[src/rtl/core/mqtt_frame_checker_defines.svh]
// Assertion macros shared by the MQTT frame checker RTL.
// Each macro takes a label, a condition pair and a message; clock and reset are fixed names.
`ifndef MQTT_FRAME_CHECKER_DEFINES_SVH
`define MQTT_FRAME_CHECKER_DEFINES_SVH

// Same-cycle implication, checked on every rising clock edge outside reset.
`define MFC_ASSERT_NOW(label, ante, cons, msg) \
   label: assert property (@(posedge clock) disable iff (reset) (ante) |-> (cons)) \
      else $error(msg);

// Next-cycle implication, checked on every rising clock edge outside reset.
`define MFC_ASSERT_NEXT(label, ante, cons, msg) \
   label: assert property (@(posedge clock) disable iff (reset) (ante) |=> (cons)) \
      else $error(msg);

`endif

[src/rtl/core/mfc_pkg.sv]
// Shared types, codes and lookup functions for the MQTT frame checker.
// No dependencies; every RTL module of the block imports this package.
`default_nettype none

package mfc_pkg;

   // Parser phases, one-hot.
   typedef enum logic [3:0] {
      PH_HEADER  = 4'b0001,
      PH_LENGTH  = 4'b0010,
      PH_BODY    = 4'b0100,
      PH_DISCARD = 4'b1000
   } phase_type;

   // Frame status codes.
   localparam logic [1:0] ST_OK        = 2'd0;
   localparam logic [1:0] ST_BAD_FLAGS = 2'd1;
   localparam logic [1:0] ST_RESERVED  = 2'd2;
   localparam logic [1:0] ST_MALFORMED = 2'd3;

   // MQTT control packet types.
   localparam logic [3:0] PT_RESERVED_LO = 4'd0;
   localparam logic [3:0] PT_CONNECT     = 4'd1;
   localparam logic [3:0] PT_CONNACK     = 4'd2;
   localparam logic [3:0] PT_PUBLISH     = 4'd3;
   localparam logic [3:0] PT_PUBACK      = 4'd4;
   localparam logic [3:0] PT_PUBREC      = 4'd5;
   localparam logic [3:0] PT_PUBREL      = 4'd6;
   localparam logic [3:0] PT_PUBCOMP     = 4'd7;
   localparam logic [3:0] PT_SUBSCRIBE   = 4'd8;
   localparam logic [3:0] PT_SUBACK      = 4'd9;
   localparam logic [3:0] PT_UNSUBSCRIBE = 4'd10;
   localparam logic [3:0] PT_UNSUBACK    = 4'd11;
   localparam logic [3:0] PT_PINGREQ     = 4'd12;
   localparam logic [3:0] PT_PINGRESP    = 4'd13;
   localparam logic [3:0] PT_DISCONNECT  = 4'd14;
   localparam logic [3:0] PT_RESERVED_HI = 4'd15;

   // Flag values required by the fixed header.
   localparam logic [3:0] FLAGS_NONE = 4'h0;
   localparam logic [3:0] FLAGS_QOS1 = 4'h2;

   // Remaining-length encoding.
   localparam int         LEN_MAX_BYTES = 4;
   localparam logic [27:0] LEN_ZERO     = 28'd0;

   // CONNECT variable header offsets within the body.
   localparam logic [3:0] OFS_LEN_HI      = 4'd0;
   localparam logic [3:0] OFS_LEN_LO      = 4'd1;
   localparam logic [3:0] OFS_NAME        = 4'd2;
   localparam logic [3:0] OFS_SHORT_LEVEL = 4'd6;
   localparam logic [3:0] OFS_LONG_LEVEL  = 4'd8;
   localparam logic [3:0] OFS_SATURATE    = 4'd9;

   // Protocol name lengths and levels.
   localparam logic [15:0] NAME_LEN_SHORT = 16'd4;
   localparam logic [15:0] NAME_LEN_LONG  = 16'd6;
   localparam logic [7:0]  LEVEL_SHORT    = 8'h04;
   localparam logic [7:0]  LEVEL_LONG     = 8'h03;

   // One result as it travels from the parser to the output queue.
   typedef struct packed {
      logic [3:0]  packet_kind;
      logic [3:0]  packet_flags;
      logic [27:0] remaining_length;
      logic [1:0]  frame_status;
      logic        connect_name_ok;
   } result_type;

   // Character of the protocol name "MQTT".
   function automatic logic [7:0] name_short_char(input logic [2:0] idx);
      logic [7:0] c;
      case (idx)
         3'd0:    c = 8'h4D;
         3'd1:    c = 8'h51;
         3'd2:    c = 8'h54;
         3'd3:    c = 8'h54;
         default: c = 8'h00;
      endcase
      return c;
   endfunction

   // Character of the protocol name "MQIsdp".
   function automatic logic [7:0] name_long_char(input logic [2:0] idx);
      logic [7:0] c;
      case (idx)
         3'd0:    c = 8'h4D;
         3'd1:    c = 8'h51;
         3'd2:    c = 8'h49;
         3'd3:    c = 8'h73;
         3'd4:    c = 8'h64;
         3'd5:    c = 8'h70;
         default: c = 8'h00;
      endcase
      return c;
   endfunction

   // Fixed-header flag check by packet type.
   function automatic logic [1:0] check_type(input logic [3:0] ptype,
                                             input logic [3:0] flags);
      logic [1:0] st;
      case (ptype)
         PT_CONNECT, PT_CONNACK, PT_PUBACK, PT_PUBREC, PT_PUBCOMP,
         PT_SUBACK, PT_UNSUBACK, PT_PINGREQ, PT_PINGRESP, PT_DISCONNECT:
            st = (flags != FLAGS_NONE) ? ST_BAD_FLAGS : ST_OK;
         PT_PUBREL, PT_SUBSCRIBE, PT_UNSUBSCRIBE:
            st = (flags != FLAGS_QOS1) ? ST_BAD_FLAGS : ST_OK;
         PT_PUBLISH:
            st = ST_OK;
         default:
            st = ST_RESERVED;
      endcase
      return st;
   endfunction

endpackage

`default_nettype wire

[src/rtl/core/mfc_parser.sv]
// Per-byte MQTT fixed-header parser: state registers and the next-state logic.
// Depends on mfc_pkg and the assertion macros in mqtt_frame_checker_defines.svh.
`default_nettype none
`include "mqtt_frame_checker_defines.svh"

module mfc_parser
   import mfc_pkg::*;
(
   input  wire logic       clock,
   input  wire logic       reset,
   input  wire logic       advance,
   input  wire logic [7:0] data_byte,
   input  wire logic       chunk_start,
   output logic            result_valid,
   output result_type      result
);

   phase_type   phase_ff, phase_in, phase_cur;
   logic [3:0]  held_type_ff, held_type_in;
   logic [3:0]  held_flags_ff, held_flags_in;
   logic [27:0] acc_ff, acc_in;
   logic [2:0]  len_count_ff, len_count_in;
   logic [27:0] body_left_ff, body_left_in;
   logic [3:0]  body_offset_ff, body_offset_in;
   logic [15:0] name_len_ff, name_len_in;
   logic        short_match_ff, short_match_in;
   logic        long_match_ff, long_match_in;
   logic        connect_valid_ff, connect_valid_in;

   logic [27:0] len_digit;
   logic [27:0] acc_sum;
   logic [27:0] body_left_dec;
   logic [3:0]  name_idx;
   logic [1:0]  type_status;

   // Current length byte placed at its base-128 digit position.
   always_comb begin
      case (len_count_ff[1:0])
         2'd0:    len_digit = {21'd0, data_byte[6:0]};
         2'd1:    len_digit = {14'd0, data_byte[6:0], 7'd0};
         2'd2:    len_digit = {7'd0, data_byte[6:0], 14'd0};
         2'd3:    len_digit = {data_byte[6:0], 21'd0};
         default: len_digit = LEN_ZERO;
      endcase
   end

   // Higher digits of the accumulator are still zero, so an OR adds the digit.
   assign acc_sum       = acc_ff | len_digit;
   assign body_left_dec = body_left_ff - 28'd1;
   assign name_idx      = body_offset_ff - OFS_NAME;
   assign type_status   = check_type(held_type_ff, held_flags_ff);

   // A chunk start forces the byte to be taken as a frame header.
   assign phase_cur = chunk_start ? PH_HEADER : phase_ff;

   // Next state and result for one byte.
   always_comb begin
      phase_in         = phase_ff;
      held_type_in     = held_type_ff;
      held_flags_in    = held_flags_ff;
      acc_in           = acc_ff;
      len_count_in     = len_count_ff;
      body_left_in     = body_left_ff;
      body_offset_in   = body_offset_ff;
      name_len_in      = name_len_ff;
      short_match_in   = short_match_ff;
      long_match_in    = long_match_ff;
      connect_valid_in = connect_valid_ff;

      result_valid            = 1'b0;
      result.packet_kind      = held_type_ff;
      result.packet_flags     = held_flags_ff;
      result.remaining_length = acc_sum;
      result.frame_status     = ST_OK;
      result.connect_name_ok  = 1'b0;

      case (phase_cur)
         PH_HEADER: begin
            held_type_in     = data_byte[7:4];
            held_flags_in    = data_byte[3:0];
            acc_in           = LEN_ZERO;
            len_count_in     = 3'd0;
            body_left_in     = LEN_ZERO;
            body_offset_in   = OFS_LEN_HI;
            name_len_in      = 16'd0;
            short_match_in   = 1'b1;
            long_match_in    = 1'b1;
            connect_valid_in = 1'b0;
            phase_in         = PH_LENGTH;
         end
         PH_LENGTH: begin
            if (len_count_ff == 3'(LEN_MAX_BYTES)) begin
               // A fifth length byte is malformed whatever its value.
               phase_in                = PH_DISCARD;
               result_valid            = 1'b1;
               result.remaining_length = acc_ff;
               result.frame_status     = ST_MALFORMED;
            end else begin
               acc_in       = acc_sum;
               len_count_in = len_count_ff + 3'd1;
               if (!data_byte[7]) begin
                  if (acc_sum == LEN_ZERO) begin
                     // Empty body: the frame ends here, flags unchecked.
                     phase_in     = PH_HEADER;
                     result_valid = 1'b1;
                  end else if (type_status != ST_OK) begin
                     phase_in            = PH_DISCARD;
                     result_valid        = 1'b1;
                     result.frame_status = type_status;
                  end else begin
                     body_left_in = acc_sum;
                     phase_in     = PH_BODY;
                  end
               end
            end
         end
         PH_BODY: begin
            // CONNECT protocol name and level check over the first body bytes.
            if (held_type_ff == PT_CONNECT && body_offset_ff < OFS_SATURATE) begin
               if (body_offset_ff == OFS_LEN_HI) begin
                  name_len_in = {data_byte, 8'd0};
               end else if (body_offset_ff == OFS_LEN_LO) begin
                  name_len_in = name_len_ff | {8'd0, data_byte};
               end else begin
                  if (body_offset_ff < OFS_SHORT_LEVEL &&
                      data_byte != name_short_char(name_idx[2:0])) begin
                     short_match_in = 1'b0;
                  end
                  if (body_offset_ff < OFS_LONG_LEVEL &&
                      data_byte != name_long_char(name_idx[2:0])) begin
                     long_match_in = 1'b0;
                  end
                  if (body_offset_ff == OFS_SHORT_LEVEL && name_len_ff == NAME_LEN_SHORT &&
                      short_match_ff && data_byte == LEVEL_SHORT) begin
                     connect_valid_in = 1'b1;
                  end
                  if (body_offset_ff == OFS_LONG_LEVEL && name_len_ff == NAME_LEN_LONG &&
                      long_match_ff && data_byte == LEVEL_LONG) begin
                     connect_valid_in = 1'b1;
                  end
               end
            end
            if (body_offset_ff < OFS_SATURATE) begin
               body_offset_in = body_offset_ff + 4'd1;
            end
            body_left_in = body_left_dec;
            if (body_left_dec == LEN_ZERO) begin
               phase_in                = PH_HEADER;
               result_valid            = 1'b1;
               result.remaining_length = acc_ff;
               result.connect_name_ok  = (held_type_ff == PT_CONNECT) & connect_valid_in;
            end
         end
         default: begin
            // Discarding until the next chunk start.
         end
      endcase
   end

   // State registers, updated only when a byte is consumed.
   always_ff @(posedge clock) begin
      if (reset) begin
         phase_ff         <= PH_HEADER;
         held_type_ff     <= 4'd0;
         held_flags_ff    <= 4'd0;
         acc_ff           <= LEN_ZERO;
         len_count_ff     <= 3'd0;
         body_left_ff     <= LEN_ZERO;
         body_offset_ff   <= OFS_LEN_HI;
         name_len_ff      <= 16'd0;
         short_match_ff   <= 1'b1;
         long_match_ff    <= 1'b1;
         connect_valid_ff <= 1'b0;
      end else if (advance) begin
         phase_ff         <= phase_in;
         held_type_ff     <= held_type_in;
         held_flags_ff    <= held_flags_in;
         acc_ff           <= acc_in;
         len_count_ff     <= len_count_in;
         body_left_ff     <= body_left_in;
         body_offset_ff   <= body_offset_in;
         name_len_ff      <= name_len_in;
         short_match_ff   <= short_match_in;
         long_match_ff    <= long_match_in;
         connect_valid_ff <= connect_valid_in;
      end
   end

   // Parser invariants.
   `MFC_ASSERT_NOW(a_body_nonempty, phase_ff == PH_BODY, body_left_ff != LEN_ZERO, "empty body")
   `MFC_ASSERT_NOW(a_len_count_max, 1'b1, len_count_ff <= 3'(LEN_MAX_BYTES), "length count")
   `MFC_ASSERT_NEXT(a_hold_when_idle, !advance, $stable(phase_ff) && $stable(acc_ff), "idle move")

endmodule

`default_nettype wire

[config.mk]
export PLATFORM = sky130hd
export DESIGN_NAME = mfc_parser
export DESIGN_NICKNAME = d
export VERILOG_FILES = /design/src/rtl/core/mfc_pkg.sv /design/src/rtl/core/mfc_parser.sv
export VERILOG_INCLUDE_DIRS = /design/src /design/src/rtl/core
export SDC_FILE = /design/constraint.sdc
export NUM_CORES = 1
export LEC_CHECK = 0
export BUFFER_PORTS_ARGS = -buffer_cell sky130_fd_sc_hd__buf_4
export CORE_UTILIZATION = 35
export DETAILED_ROUTE_END_ITERATION = 6
export PLACE_DENSITY = 0.62
export SYNTH_ARGS = -nofsm -noshare
export SYNTH_HDL_FRONTEND = slang
export SYNTH_SLANG_ARGS = --single-unit
[constraint.sdc]
create_clock -name clock -period 4.8 [get_ports clock]
set_input_delay 0.48 -clock clock [delete_from_list [all_inputs] [get_ports clock]]
set_output_delay 0.48 -clock clock [all_outputs]
set_load 0.02 [all_outputs]
After elaboration in Yosys (flattened, before gate mapping):

Cells that the tools add are included.

* bits in registers: 94
* bits in latches: 0
* bits in writable memories: 0
* bits in read-only memories: 0
* output and inout port bits: 40
* word-level logic and storage cells: 170
* memories: 0

* add/subtract/negate cells: 4
* $mul: 0
* divide/modulo/power cells: 0
* order comparisons: 3
* equal/unequal tests: 49
* shift operators: 0
* muxes and demuxes: 68
* bitwise operators: 3
* reductions and logical operators: 32

Operators with widths (number)
* 2-to-1 mux 28 bit: 6
* case mux 28 bit (2 select lines): 2
* case mux 28 bit (4 select lines): 1
* case mux 28 bit (3 select lines): 1
* 2-to-1 mux 8 bit: 8
* logical NOT 28 bit: 2
* 2-to-1 mux 16 bit: 3
* case mux 7 bit (6 select lines): 1
* equality test 16 x 3 -> 1 bit, second input constant: 2
* equality test 4 bit, second input constant: 8
* case mux 16 bit (2 select lines): 1
* 2-to-1 mux 4 bit: 7
* OR 28 bit: 1
* subtractor 28 x 1 -> 28 bit, second input constant: 1
* equality test 4 x 3 -> 1 bit, second input constant: 6
* 2-to-1 mux 1 bit: 23
* inequality test 2 bit, second input constant: 11
* case mux 7 bit (3 select lines): 1
* AND reduction 6 bit: 3
* inequality test 8 bit: 2
* OR 16 x 8 -> 16 bit: 1
* equality test 4 x 1 -> 1 bit, second input constant: 3
* equality test 4 x 2 -> 1 bit, second input constant: 3
* case mux 4 bit (3 select lines): 1
* other kinds (34): 61

Logic depth before layout (Yosys ltp):

* word-level depth: 15
* gate-level depth with buffers: 12

Worst setup path before layout:

No wires, ideal clock.

* path kind: register to output
* from: register body_left_ff[0]
* to: output result[0] (netlist bit)
* data arrival time: 3.036 ns
* setup slack: 1.284 ns
* cell stages (with the launch flop): 13
* path through: dfxtp_1 inv_1 ha_1 clkbuf_1 xnor2_1 nand3_1 or4_1 a311oi_1 nand4_1 or4_4 buf_6 buf_8 nor3_2

RTL lines
* from (decl): RTL line mfc_parser.sv:23 `logic [27:0] body_left_ff, body_left_in;`
* from (signal assigned): RTL line mfc_parser.sv:180 `body_left_ff <= body_left_in;`
* to (decl): RTL line mfc_parser.sv:15 `output result_type result`

==> results by group <==
STA
  – TNS Setup: 0 ps
  – Slew Viols, Final: 0
  – Final Hold Violating Endpoints: 0
  – Clock skew: roughly 7.8 ps
  – Fmax: ~230 MHz
  – Worst relative slew slack: 38.6%
  – RSZ-0062 raised after global routing: no
  – Hold slack: around 470 ps
  – Slew of the pin with the lowest slew margin: 915 ps
  – Min cycle time layout: 4320 ps
  – Crit share post-route: between 80% and 90%
  – Setup-failing EPs final: 0

Place
  – Dpl cell area: between 6000 and 7000 um2
  – Count of input and output buffers: 51
  – Dpl hpwl: 13,200 um
  – Placer Congestion: 0.879

Drt
  – DR WL/cell: 19.0 um
  – Via count: 6,168
  – Drt first-iter violations: 565
  – Drt via density: about 6
  – TritonRoute pass-1 iters: 6
  – WL final: 19,600 um
  – DRC viols: 0
  – Post-route ant nets: 0

Setup path
  – Worst EP required: 4320 ps
  – Critical Path Source Type: flop
  – Top delay family on crit path: simple AND/OR/NAND/NOR gates
  – Slowest-stage cell, CP: dfxtp_1
  – Critical-path maximum fanout: 8
  – WP data arrival: between 3000 and 4000 ps
  – Critical Path Most Common Cell: buf_4
  – Crit Path Class: flop to output port
  – Crit path capture type: output port
  – Max stage delay on crit path: 450 ps
  – Cells along the critical path: inv_1, ha_1, or3b_1, nor2_1, a2111oi_0, nand4_1, nor4_1, buf_4, o21ai_1, a31o_2, buf_4
  – Worst Path Buf+Inv: 3

Finish
  – Ratio of cells with drive above 1 in the final layout: ~14%
  – Nets: 831
  – Final instance area: between 6000 and 7000 um2
  – Commonest non-fill, non-tap cells in the layout: nor2_1, dfxtp_1, a21oi_1
  – Area growth syn-to-layout: 13.3%
  – Sequential cell area: 1880 um2
  – FILL cells: 1,774
  – Commonest non-fill, non-tap cell in the layout: nor2_1
  – Multi-input gate area: 3830 um2
  – ANT cells: 0

Clock network
  – CTS tree: built
  – Clock Tree Root: clkbuf_16
  – Worst-case clock buffer depth: 2
  – Worst-path clk slew: 70 ps
  – Hold_buf cts: 0
  – CTS Buf Count: 9
  – Number of post-CTS setup repair buffers: 0
  – Clk sink count: 94
  – Clock latency on the worst-skew pair: ~360 ps
  – H-tree levels: 3
  – Post-cts resize count: 0

Floorplan
  – Die ar.: about 18,000 um2
  – Boundary pin count: 52
  – # rows: 47
  – Die X-Extent: ~130 um
  – Die Y: 133 um
  – Initial Utilization: between 30% and 40%
  – Core footprint: 16,700 um2

Synthesis
  – Adder-Cell Fraction of Synth Area: 2.49%
  – Avg Inst Size Synth: 7.52 um2
  – Post-synthesis compound-gate area fraction: between 30% and 40%
  – Primary FF master, synth: dfxtp_1
  – Post-synth EDFFs: 0
  – Sequential area share after synthesis: a little under a third
  – Mapped Cells: between 800 and 900
  – Ranking of synthesized cells by area: dfxtp_1, a21oi_1, nor2_1
  – Seq cells post-synth: 94
  – Post-synth top area share: 31.3%
  – Unique masters post-synth: 69
  – Asr flop ratio synth: 0%
  – XOR/XNOR share of the synthesized area: 1.60%
  – Yosys warning total: 0
  – Post-synthesis simple-gate area fraction: 25.6%
  – Post-Syn Nets: 825
  – Synth area leader: dfxtp_1
  – Main combinational cell family by area after synthesis: compound AO/OA/AOI/OAI gates
  – Synth Cell Area: 6020 um2
  – Mux share of post-synthesis cell area: 2.66%

Run status
  – Status: completed

Pwr
  – VDD IR-drop max: 0.000161 V
  – P_leak: between 2 and 3 nW
  – Pwr dens: 282 nW/um2

GRT
  – Largest net degree at the start of global routing: 68
  – Gr busiest metal: met2
  – GR met1 Demand/Resource: 32.4%
  – First-pass GRT wire length: 30,700 um
  – Number of global-route vias before repair: 5,507
  – Met3 Use GR: 2.55%
  – GRT Resource Usage Total: around 22%
  – Initial antenna violation count: 0
  – GRT overflow: 0
  – Grt met2 use: 33.4%

Job
  – Max-Cap Viols: 0

Min path
  – Hold Path Class: flop to flop
-- worst min-delay path, cell delays in order (launching register included) --
cell     delay [ps]
dfxtp_1         330
a21oi_1          40
nor2_1           70
-- final cells by class --
| class | instances | area share (%) |
|---|---|---|
| Clock inverter | 6 | 1.01 |
| Multi-Input combinational cell | 626 | 56.1 |
| Timing Repair Buffer | 64 | 7.05 |
| Tap cell | 220 | 4.04 |
| Sequential cell | 94 | 27.6 |
| Inverter | 12 | 0.661 |
| Clock buffer | 10 | 3.51 |
-- registers in the layout (all words and copies together) (netlist names) --
register          cells
held_type_ff          4
acc_ff               28
phase_ff              4
body_offset_ff        4
connect_valid_ff      1
name_len_ff          16
long_match_ff         1
len_count_ff          3
held_flags_ff         4
body_left_ff         28
short_match_ff        1
-- synth_stat cells, drive strengths merged (12+ instances only) --
| cell type | n |
|---|---|
| inv | 12 |
| o21ai | 55 |
| a31oi | 25 |
| mux2i | 16 |
| nor2 | 113 |
| a31o | 29 |
| dfxtp | 94 |
| nand2b | 29 |
| nor4 | 24 |
| clkbuf | 63 |
| nor2b | 12 |
| nor3 | 20 |
| ha | 12 |
| o22ai | 14 |
| a21oi | 92 |
| nand2 | 37 |
| nand3 | 12 |
-- logic make-up after synthesis --
| group | after synthesis |
|---|---|
| compound gates | 290 |
| xor+xnor | 11 |
| fa+ha+maj | 12 |
| buf+inv | 81 |
| flops | 94 |
| mux | 16 |
| simple gates | 297 |
-- path summary, 6_finish.rpt --
kind	from	to	slack (ps)	depth (start not counted)
max	body_left_ff[0]$_SDFFE_PP0P_	result[6]	480	11
min	name_len_ff[0]$_SDFFE_PP0P_	name_len_ff[0]$_SDFFE_PP0P_	470	2
max reg2reg	acc_ff[27]$_SDFFE_PP0P_	body_left_ff[16]$_SDFFE_PP0P_	1630	8
min reg2reg	name_len_ff[0]$_SDFFE_PP0P_	name_len_ff[0]$_SDFFE_PP0P_	470	2
-- per-stage QoR --
stage               utilization (%)  std cells  setup slack (ps)  power [mW]
floorplan                         -        801              1280        1.07
global placement               39.0       1016               904        1.18
detailed placement             39.0       1016               921        1.18
CTS                            40.8       1032               513        1.93
global route                   40.8       1032               240        1.99
finish                         40.8       1032               484        1.92
-- per-layer routing --
layer	part of all wire [%]	up-vias
met5	0	-
met4	1.7	0
met3	5.9	19
met2	44	226
met1	49	2945
li1	-	2978
-- where the power goes --
group,switching (mW),total (mW),internal [mW]
registers,0.0288,0.830,0.801
clock network,0.330,0.751,0.421
logic,0.217,0.341,0.124
total,0.575,1.92,1.35
Power figures use the tool's default switching activity.
